$ cat src/hw/rtl/gld_pkg.sv
package gld_pkg;

  localparam int CODE_W  = 12;
  localparam int PIX_W   = 8;
  localparam int LEN_W   = 4;
  localparam int WIDTH_W = 4;
  localparam int SLOT_W  = 13;
  localparam int MCS_W   = 4;

  localparam logic [LEN_W-1:0]   LEN_SAT        = 4'd15;
  localparam logic [WIDTH_W-1:0] MAX_CODE_WIDTH = 4'd12;
  localparam logic [MCS_W-1:0]   MCS_MIN        = 4'd2;
  localparam logic [MCS_W-1:0]   MCS_MAX        = 4'd8;
  localparam logic [MCS_W-1:0]   MCS_RESET      = 4'd8;

  // One dictionary word: string length (saturating), first index, last index
  // and the code of the string without its last index.
  typedef struct packed {
    logic [LEN_W-1:0]  len;
    logic [PIX_W-1:0]  first;
    logic [PIX_W-1:0]  suffix;
    logic [CODE_W-1:0] prefix;
  } dict_entry_t;

  typedef enum logic [2:0] {
    ST_IDLE,
    ST_LOOK,
    ST_SETUP,
    ST_WALK,
    ST_EMIT_STR,
    ST_EMIT_ONE
  } state_t;

  // Minimum code sizes outside the legal range are clamped to it.
  function automatic logic [MCS_W-1:0] eff_mcs(input logic [MCS_W-1:0] raw);
    logic [MCS_W-1:0] m;
    m = raw;
    if (m < MCS_MIN) m = MCS_MIN;
    if (m > MCS_MAX) m = MCS_MAX;
    return m;
  endfunction

endpackage

$ cat src/hw/rtl/gld_rev_stack.sv
module gld_rev_stack import gld_pkg::*; #(
  parameter int DEPTH = 12,
  localparam int SW = $clog2(DEPTH)
) (
  input  logic             clk,
  input  logic             we,
  input  logic [SW-1:0]    waddr,
  input  logic [PIX_W-1:0] wdata,
  input  logic [SW-1:0]    raddr,
  output logic [PIX_W-1:0] rdata
);

  logic [PIX_W-1:0] slots [DEPTH];

  always_ff @(posedge clk) begin
    if (we) begin
      slots[waddr] <= wdata;
    end
  end

  assign rdata = slots[raddr];

endmodule

$ cat config.mk
export PLATFORM = sky130hd
export DESIGN_NAME = gld_rev_stack
export DESIGN_NICKNAME = d
export VERILOG_FILES = /design/src/hw/rtl/gld_pkg.sv /design/src/hw/rtl/gld_rev_stack.sv
export SDC_FILE = /design/constraint.sdc
export NUM_CORES = 1
export LEC_CHECK = 0
export BUFFER_PORTS_ARGS = -buffer_cell sky130_fd_sc_hd__buf_2
export CAP_MARGIN = 30
export CELL_PAD_IN_SITES_DETAIL_PLACEMENT = 1
export CELL_PAD_IN_SITES_GLOBAL_PLACEMENT = 2
export CORE_UTILIZATION = 49
export CTS_BUF_LIST = sky130_fd_sc_hd__clkbuf_8
export CTS_CLUSTER_SIZE = 10
export DETAILED_ROUTE_END_ITERATION = 10
export PLACE_DENSITY_LB_ADDON = 0.08
export SLEW_MARGIN = 20
export SYNTH_ARGS = -nofsm -noshare
export SYNTH_HDL_FRONTEND = slang
export SYNTH_SLANG_ARGS = --single-unit
$ cat constraint.sdc
create_clock -name clk -period 3 [get_ports clk]
set_clock_uncertainty 0.1 [all_clocks]
set_input_delay 0.75 -clock clk [delete_from_list [all_inputs] [get_ports clk]]
set_output_delay 0.75 -clock clk [all_outputs]
set_load 0.01 [all_outputs]
==> metrics, run 1 <==
Simple-Gate Fraction of Synth Area=2.93%; via count=1804; GP Congestion=just over 0.7; synth warn=0; Worst EP required=2.15 ns; worst vdd ir=about 0.00027 V; total grt overflow=0; setup TNS=0 ns; Synth Area in Compound Gates=~3.5%; WS Path Type=input port to primary output; Die Y=89.1 um; clock share of power=35.6%; largest family of logic cells by synthesized area=multiplexers; port bufs=25; sequential power share=58.0%; num rows=31; multi-input logic area=792 um2; H-tree Lvls=3; Comb power frac=under 10%; wire per inst=21.9 um; most frequent cells in the layout=edfxtp_1, buf_2, mux2i_1; Post-Synth XOR/XNOR Area=0%; Largest register FFs=96; area grow syn2layout=15.8%; Netlist Area Pre-Place=around 3700 um2; PwrDens=a little over 600 nW/um2; clk slew on worst S/H paths=about 0.1 ns; most common cell after layout, fill and taps aside=edfxtp_1; Setup Fix Bufs, Post-CTS=0; Biggest register=slots; Total Power=around 2.6 mW; clock sink count=96; DR iter-0 viols=between 80 and 90; Synth Register Bits=96; fraction of layout cells with a size suffix above 1=between 30% and 40%; status=complete, no violations; Final Non-Filler Cells=around 320; Max Fclk=341 MHz; max_cap viols=0; Fillers=roughly 670; dpl cells=about 310; Num CTS Buffers=9; final hold vios=0; slew margin rel.=around 42%; clk root buf=clkbuf_8; Vias/cell=approximately 5.6; Clock Path Buffers=2; final core utilization=roughly 60%; switching part of the total=21.1%; First-pass DRT Iterations=4; Worst setup EP type=primary output; P_int=approximately 2.1 mW; Hold Crit Class=input port to register; Starting Density=between 50% and 60%; RSZ-0062 raised after global routing=true; adder-cell share of the synthesized area=0%; Final setup viols=0; initial antenna violation count=0; Period minus WS final=~2.9 ns; Post-route DRC=0; largest net degree at the start of global routing=18; LEAKAGE=1.44 nW; Seq/Total Area, Yosys=about 78%; Distinct cells, synth=18; I/O pin count=26; period utilization=a little over nine tenths; Largest regs=slots: 96 flops; cell count after synthesis=~170; number of global-route vias before repair=between 1500 and 2000; Register Area=~2900 um2; Arr. time, crit path=around 2.1 ns; CTS tree=done; syn nets=between 150 and 200; Net Sw Power=approximately 0.55 mW; mux share of post-synthesis cell area=about 14%; Final nets=235; crit-path max FO=8; Startpoint Class=input port; ANT nets after route=0; ANT cells=0; final WL=~7000 um; die footprint=7930 um2; DP HPWL=4800 um; first-pass GRT wire length=10500 um; core region area=~7300 um2; Total Routing Usage GR=slightly below 20%; Avg Synthesized Cell Area=21.3 um2; Die Wd=89.1 um; fin. max-slew vios=0; worst slew pin tran=0.864 ns
==> Yosys cell counts <==
master | instances | area, um2
a22oi_1 | 8 | 60.1
buf_1 | 2 | 7.51
buf_12 | 1 | 20.0
buf_2 | 2 | 10.0
buf_6 | 2 | 22.5
clkbuf_1 | 1 | 3.75
edfxtp_1 | 96 | 2880
mux2i_1 | 16 | 160
mux4_1 | 2 | 52.6
mux4_2 | 14 | 315
nand2_1 | 2 | 7.51
nand2b_1 | 3 | 18.8
nand3b_1 | 2 | 15.0
nor2_1 | 10 | 37.5
nor2b_1 | 1 | 6.26
nor3_1 | 3 | 15.0
o221ai_1 | 8 | 70.1
or3b_2 | 1 | 8.76
==> repair_timing <==
item | CTS | global route
resized for setup | 2 | 4
pin swaps | 0 | 0
hold buffers | 0 | 0
setup endpoints to repair | 5 | 5
==> final cells by class <==
type,count,area share [%]
timing repair buffer,40,6.46
clock inverter,7,2.30
clock buffer,9,2.88
multi-input combinational,70,18.4
tap,99,2.88
sequential,96,67.1
==> final timing paths <==
kind                  startpoint          end  slack (ns)  cells after the start
worst max-delay path    raddr[3]     rdata[3]        0.07                      5
worst min-delay path    wdata[4]  slots[2][4]        0.65                      1
==> worst max-delay path, cell delays in order <==
cell,delay (ns)
buf_2,0.12
nor2b_1,0.67
a22oi_1,0.24
o221ai_1,0.13
buf_2,0.16
==> kinds of logic after synthesis <==
family          after synthesis
flops                        96
mux                          32
simple gates                 22
compound gates               16
buf+inv                       8
==> layer usage <==
metal	routed length, um	global-route usage (%)	vias to the layer above
met3	207	3.60	10
met2	3420	31.3	36
li1	-	-	821
met1	3300	27.5	937
met5	0	0	-
met4	110	7.79	0
==> power by group through the flow <==
stage          clock, mW  sequential, mW  combinational (mW)
2_1_floorplan          0            1.54              0.0903
3_3_place_gp           0            1.54               0.156
3_5_place_dp           0            1.54               0.163
4_1_cts            0.945            1.51               0.165
5_1_grt            0.995            1.51               0.181
6_report           0.926            1.51               0.166
==> per-stage QoR <==
stage                     area [um2]  hold WS [ns]  worst slack (ns)
after floorplan                 3710         0.749             0.268
after global placement          4050         0.977            0.0151
after detailed placement        4050          1.01           -0.0502
after CTS                       4280         0.627            0.0229
after global routing            4300         0.634           -0.0584
final                           4300         0.646            0.0685
No activity file was read; power rests on OpenSTA's default activity.
==> run 2: changes to the inputs <==
--- a/config.mk
+++ b/config.mk
@@ -9,6 +9,7 @@
 export CAP_MARGIN = 30
 export CELL_PAD_IN_SITES_DETAIL_PLACEMENT = 1
 export CELL_PAD_IN_SITES_GLOBAL_PLACEMENT = 2
+export CORE_ASPECT_RATIO = 0.8
 export CORE_UTILIZATION = 49
 export CTS_BUF_LIST = sky130_fd_sc_hd__clkbuf_8
 export CTS_CLUSTER_SIZE = 10
==> metrics, run 2 (synthesis results as in run 1) <==
num rows=27 (-13%); final hold vios=0 (unchanged); Arr. time, crit path=2.08 ns (about the same); Total Routing Usage GR=20.1% (+0.38 points); Largest register FFs=96 (unchanged); clock sink count=96 (unchanged); Biggest register=slots; GP Congestion=0.707 (-2.3%); worst vdd ir=0.000328 V (+22%); core region area=7090 um2 (-2.7%); Total Power=2.48 mW (-4.7%); H-tree Lvls=3 (unchanged); most frequent cells in the layout=edfxtp_1, buf_2, buf_4; First-pass DRT Iterations=4 (unchanged); wire per inst=23.0 um (+4.8%); most common cell after layout, fill and taps aside=edfxtp_1; worst slew pin tran=0.576 ns (-0.288 ns); area grow syn2layout=15.2%; number of global-route vias before repair=1969 (+8.5%); Num CTS Buffers=9 (unchanged); Worst Setup Slack, final=0.0675 ns (-0.00100 ns); crit-path max FO=13 (+5); PwrDens=579 nW/um2 (-4.2%); clk root buf=clkbuf_8; die footprint=7930 um2 (about the same); largest net degree at the start of global routing=17 (-1); Min Hold Slack=0.625 ns (-0.0210 ns); Max Fclk=341 MHz (about the same); ANT nets after route=0 (unchanged); slew margin rel.=61.5% (+19 points); Final nets=240 (+2.1%); Die Y=79.9 um (-10%); Final setup viols=0 (unchanged); via count=1842 (+2.1%); CTS tree=done; Starting Density=52.3% (+1.4 points); Largest regs=slots: 96 flops; port bufs=25 (unchanged); Final Non-Filler Cells=314 (-2.2%); Startpoint Class=input port; fraction of layout cells with a size suffix above 1=37.0% (+2.8 points); Hold Crit Class=input port to register; DR iter-0 viols=97 (+9.0%); Die Wd=99.3 um (+12%); Post-route DRC=0 (unchanged); Clock Path Buffers=2 (unchanged); Period minus WS final=2.93 ns (+0.00100 ns); DP Worst Slack=-0.0316 ns (+0.0185 ns); LEAKAGE=1.44 nW (+0.19%); period utilization=97.7% (about the same); initial antenna violation count=0 (unchanged); clk slew on worst S/H paths=0.09 ns (about the same); dpl cells=295 (-3.3%); total grt overflow=0 (unchanged); I/O pin count=26 (unchanged); first-pass GRT wire length=11000 um (+5.6%); DP HPWL=4950 um (+3.1%); Worst EP required=2.15 ns (about the same); fin. max-slew vios=0 (unchanged); status=complete, no violations; WS Path Type=input port to primary output; ANT cells=0 (unchanged); final WL=7210 um (+2.5%); Fillers=633 (-5.7%); max_cap viols=0 (unchanged); Vias/cell=5.87 (+4.4%); Worst setup EP type=primary output
-- run 2: repair_timing --
item,4_1_cts,5_1_grt
pin swaps,1,2
buffers inserted,2,1
setup endpoints to repair,4,8
hold buffers,0,0
resized for setup,2,9
cloned,0,0
-- run 2: cell type report --
type	instances	area, um2	area share [%]
clock inverter	7	61.3	1.43
clock buffer	9	124	2.90
tap	87	109	2.54
timing repair buffer	45	304	7.11
multi-input combinational	70	797	18.6
sequential	96	2880	67.4
-- run 2: path summary, 6_finish.rpt --
path                     start     endpoint  slack (ns)  cells after the start
worst max-delay path  raddr[0]     rdata[5]        0.07                      6
worst min-delay path  wdata[4]  slots[1][4]        0.62                      1
-- run 2: metal layers --
layer	vias up	GRT usage, %	routed length (um)	part of all wire (%)
met5	-	0	0	0
met4	0	5.29	65	0.90
met3	8	4.99	245	3.4
met2	41	34.1	3630	50
met1	967	26.2	3270	45
li1	826	-	-	-
-- run 2: power by group --
part	switching [mW]	internal [mW]	leakage (nW)
sequential	0.00691	1.50	0.867
clock	0.422	0.378	0.0982
combinational	0.0939	0.0759	0.478
-- run 2: per-stage QoR --
| step | cell area (um2) | TNS (ns) | util, % |
|---|---|---|---|
| after detailed placement | 4040 | -0.0715 | 56.9 |
| after floorplan | 3710 | 0 | - |
| after CTS | 4250 | 0 | 59.9 |
| final | 4280 | 0 | 60.3 |
| after global routing | 4280 | -0.00807 | 60.3 |
| after global placement | 4040 | -0.000865 | 56.9 |
-- run 2: critical path: stages --
cell	delay, ns
buf_2	0.13
buf_12	0.17
mux4_2	0.52
a22oi_2	0.21
o221ai_1	0.13
buf_2	0.16
